## src/esc_pkg.sv

```systemverilog
// ----------------------------------------------------------------------------
// esc_pkg
// Shared types, register indexes and pipeline latencies of the environmental
// sensor compensation block.
// ----------------------------------------------------------------------------
package esc_pkg;

  localparam int unsigned CfgIdxW         = 3;
  localparam int unsigned CfgDataW        = 64;
  localparam int unsigned TempLat         = 3;
  localparam int unsigned HumLat          = 7;
  localparam int unsigned DivBits         = 64;
  localparam int unsigned DivBitsPerStage = 2;
  localparam int unsigned DivStages       = DivBits / DivBitsPerStage;
  localparam int unsigned PressPreLat     = 5;
  localparam int unsigned PressPostLat    = 3;
  localparam int unsigned PressLat        = PressPreLat + DivStages + 1 + PressPostLat;
  localparam int unsigned TotalLat        = TempLat + PressLat;

  localparam logic signed [31:0] HumClampMax = 32'sd419430400;

  typedef enum logic [CfgIdxW-1:0] {
    CfgCalTemp     = 3'd0,
    CfgCalPressLo  = 3'd1,
    CfgCalPressHi  = 3'd2,
    CfgCalPressNine = 3'd3,
    CfgCalHumA     = 3'd4,
    CfgCalHumB     = 3'd5,
    CfgHasHumidity = 3'd6
  } cfg_idx_e;

  typedef struct packed {
    logic        [15:0] t1;
    logic signed [15:0] t2;
    logic signed [15:0] t3;
    logic        [15:0] p1;
    logic signed [15:0] p2;
    logic signed [15:0] p3;
    logic signed [15:0] p4;
    logic signed [15:0] p5;
    logic signed [15:0] p6;
    logic signed [15:0] p7;
    logic signed [15:0] p8;
    logic signed [15:0] p9;
    logic        [7:0]  h1;
    logic signed [15:0] h2;
    logic        [7:0]  h3;
    logic signed [15:0] h4;
    logic signed [15:0] h5;
    logic signed [7:0]  h6;
    logic               has_hum;
  } cal_t;

endpackage

```

## src/esc_temp.sv

```systemverilog
// ----------------------------------------------------------------------------
// esc_temp
// Three-stage fine temperature and centi-degree temperature pipeline.
// ----------------------------------------------------------------------------
module esc_temp (
  input  logic                clk_i,
  input  esc_pkg::cal_t       cal_i,
  input  logic [19:0]         raw_temp_i,
  output logic signed [31:0]  fine_o,
  output logic signed [31:0]  temp_o
);
  import esc_pkg::*;

  logic        [31:0] ta, td;
  logic signed [31:0] a_d, a_q, a2_q, dsq_d, dsq_q, b_d, b_q, fine_d, fine_q, temp_d, temp_q;

  always_comb begin
    ta     = {15'd0, raw_temp_i[19:3]} - {15'd0, cal_i.t1, 1'b0};
    a_d    = ($signed(ta) * 32'(cal_i.t2)) >>> 11;
    td     = {16'd0, raw_temp_i[19:4]} - {16'd0, cal_i.t1};
    dsq_d  = $signed(td * td);
    b_d    = ((dsq_q >>> 12) * 32'(cal_i.t3)) >>> 14;
    fine_d = a2_q + b_q;
    temp_d = ((fine_d <<< 2) + fine_d + 32'sd128) >>> 8;
  end

  always_ff @(posedge clk_i) begin
    a_q    <= a_d;
    dsq_q  <= dsq_d;
    a2_q   <= a_q;
    b_q    <= b_d;
    fine_q <= fine_d;
    temp_q <= temp_d;
  end

  assign fine_o = fine_q;
  assign temp_o = temp_q;

endmodule

```

## config.mk

```make
export PLATFORM = sky130hd
export DESIGN_NAME = esc_temp
export DESIGN_NICKNAME = d
export VERILOG_FILES = /design/src/esc_pkg.sv /design/src/esc_temp.sv
export SDC_FILE = /design/constraint.sdc
export NUM_CORES = 2
export LEC_CHECK = 0
export BUFFER_PORTS_ARGS = -buffer_cell sky130_fd_sc_hd__clkbuf_2
export CELL_PAD_IN_SITES_DETAIL_PLACEMENT = 0
export CELL_PAD_IN_SITES_GLOBAL_PLACEMENT = 1
export CORE_MARGIN = 2
export CORE_UTILIZATION = 45
export DETAILED_ROUTE_END_ITERATION = 10
export PLACE_DENSITY = 0.79
export SYNTH_ARGS = -nofsm -noshare
export SYNTH_HDL_FRONTEND = slang
export SYNTH_SLANG_ARGS = --single-unit
```

## constraint.sdc

```tcl
create_clock -name clk_i -period 12.9 [get_ports clk_i]
set_input_delay 1.935 -clock clk_i [delete_from_list [all_inputs] [get_ports clk_i]]
set_output_delay 1.935 -clock clk_i [all_outputs]
set_load 0.02 [all_outputs]
```

==> metrics.csv <==
metric;value;unit
status;complete, no violations;
r2r-start;dsq_q[19];
viasPerCell;4.888;
synth_area_leader_cell;fa_1;
io_buffer_count;129;
clk_pin_slew;0.07;ns
cts_made_buffers;17;
cts.sinks;126;
synth.most_common_cell;inv_1;
max_freq;0.09634;GHz
min_path_type;register to register;
min_period;10.38;ns
synth_top_area_share;47.09;%
clock_skew;0.01789;ns
h-tree-depth;4;
insertion_delay;0.49;ns
worstSetupEndpointType;register;
finalHoldViolCount;0;
diodes;0;
post_cts_buffers;0;
die_width;281.6;um
track_usage;21.29;%
synth_seq_cells;126;
die_height;281.6;um
synth_edf_count;0;
finalSetupTns;0;ns
yosysSeqAreaShare;7.272;%
max_stage_delay;0.51;ns
hpwl;63.34;mm
syn_to_final_growth;6.211;%
synth_common_cells;inv_1, fa_1, nand2_1;
initial_utilization;45.60;%
synth_area_leaders;fa_1, ha_1, inv_1;
period_share;80.46;%
wire_per_inst;16.23;um
drive_gt1_share;6.257;%
coreArea;76080;um2
grt_pass1_vias;25500;
ys_async_sr_fraction;0;%
syn_area_per_cell;9.315;um2
drc;0;
die_area;79320;um2
rsz0062_at_grt;no;
antenna_found_initial;1;
cts.path.max_buffers;2;
gr-total-overflow;0;
wirelength;77.92;mm
holdCritStartpoint;a_q[7];
slew_viol_final;0;
netlist_instances;3724;
grt_pass1_wl;131.7;mm
cpMaxStageDelayCell;fa_1;
synth_nets;5142;
place_congestion;0.8072;
num_rows;101;
synthFlopType;dfxtp_1;
ios;350;
setup-violations-final;0;
worst_pin_slew;1.264;ns
vias;23470;
yosysWarnings;0;
n_fill_cell;7449;
cts_tree;yes;
maxCapViolCount;0;
cts-resized-gates;0;
crit_path_max_fanout;27;
cts_root_buf;clkbuf_16;
final_nets;5177;
startpoint;raw_temp_i[4];
critPathKind;primary input to register;
maxSlewHeadroom;15.33;%
cts_hold_buf;0;
ant_nets;0;
first_iter_violations;998;
cp.required;13.27;ns
grt_max_degree;37;
start_kind;primary input;
dr.pass1.iters;5;
synth_area;34690;um2
synth_cell_types;82;
arrival;10.75;ns
==> routing by layer <==
layer  vias to the layer above  wire (um)  GRT usage [%]
li1                      10930          -              -
met1                     12000      33700          28.02
met2                       444      38770          36.59
met3                        86       3596          3.199
met4                         2       1840          5.906
met5                         -         16              0
==> cells in the final DEF (no fill, tap or decap), types with 4 or more instances in the layout <==
cell type | Yosys | routed
nand3_1 | 13 | 13
xor2_1 | 27 | 27
or2_2 | 6 | 6
o31a_1 | 4 | 4
inv_1 | 967 | 967
o21ai_1 | 5 | 5
clkbuf_2 | 0 | 129
o211ai_1 | 5 | 5
dfxtp_1 | 126 | 126
xnor2_1 | 119 | 114
o31ai_1 | 5 | 5
a41o_1 | 4 | 4
nand2_1 | 451 | 451
o21ai_0 | 28 | 28
clkinv_8 | 0 | 5
a21o_1 | 30 | 30
inv_8 | 0 | 6
nor2_1 | 140 | 140
or3_1 | 7 | 7
fa_1 | 816 | 815
xnor2_2 | 2 | 7
a211oi_1 | 8 | 8
ha_1 | 316 | 316
nand4_1 | 9 | 9
and2_1 | 236 | 236
o21a_1 | 19 | 19
nand2b_1 | 36 | 36
clkbuf_16 | 0 | 17
o21bai_1 | 8 | 8
a31o_2 | 4 | 4
a21oi_2 | 3 | 4
inv_2 | 4 | 4
a31oi_1 | 8 | 8
a21oi_1 | 61 | 60
nor2b_1 | 22 | 22
nor3_1 | 22 | 22
buf_4 | 20 | 29
and3_1 | 7 | 7
==> final cells by class <==
type | count | area, um2 | share of cell area (%)
Clock buffer | 17 | 425.4 | 1.155
Multi-Input combinational cell | 2482 | 27900 | 75.74
Sequential cell | 126 | 2522 | 6.846
Tap cell | 1030 | 1289 | 3.498
Inverter | 974 | 3656 | 9.923
Clock inverter | 15 | 183.9 | 0.4992
Timing Repair Buffer | 158 | 863.3 | 2.343
==> per-stage QoR <==
step | hold WS (ns) | setup slack, ns | std cells | util (%) | area [um2]
after floorplan | 0.3096 | 3.125 | 3724 | - | 34690
after global placement | 0.3102 | 2.098 | 4770 | 47.63 | 36230
after detailed placement | 0.3121 | 2.069 | 4770 | 47.63 | 36230
after CTS | 0.3275 | 2.564 | 4802 | 48.43 | 36840
after global routing | 0.3372 | 2.116 | 4802 | 48.43 | 36840
final | 0.3256 | 2.520 | 4802 | 48.43 | 36840
==> sequential cells by signal, summed over array words and instances (netlist names) <==
signal / count
dsq_q: 20
fine_o: 22
a2_q: 21
b_q: 18
a_q: 21
temp_o: 24
==> path summary, 6_finish.rpt <==
kind | endpoint | slack (ns) | cells past startpoint
min | a2_q[7] | 0.33 | 0
max | a_q[20] | 2.52 | 34
min reg2reg | a2_q[7] | 0.33 | 0
max reg2reg | b_q[17] | 5.53 | 20
==> critical path: cells and delay by family <==
kind | cells | cell delay [ns]
xor gates and xnor gates | 2 | 0.60
buffers and inverters | 8 | 0.87
and+or+nand+nor | 5 | 1.31
adders and majority gates | 9 | 3.82
AOI/OAI and AO/OA | 10 | 2.20
==> logic make-up after synthesis <==
logic type / after synthesis / synth area share [%]
flops: 126 / 7.272
buf+inv: 1116 / 12.42
fa+ha+maj: 1132 / 58.49
mux: 2 / 0.05771
xor+xnor: 149 / 3.859
simple gates: 965 / 13.10
compound gates: 234 / 4.801
Power is left out: the tool's default activity adds up to more than one toggle a clock period on the data nets, which glitch-free logic cannot reach.
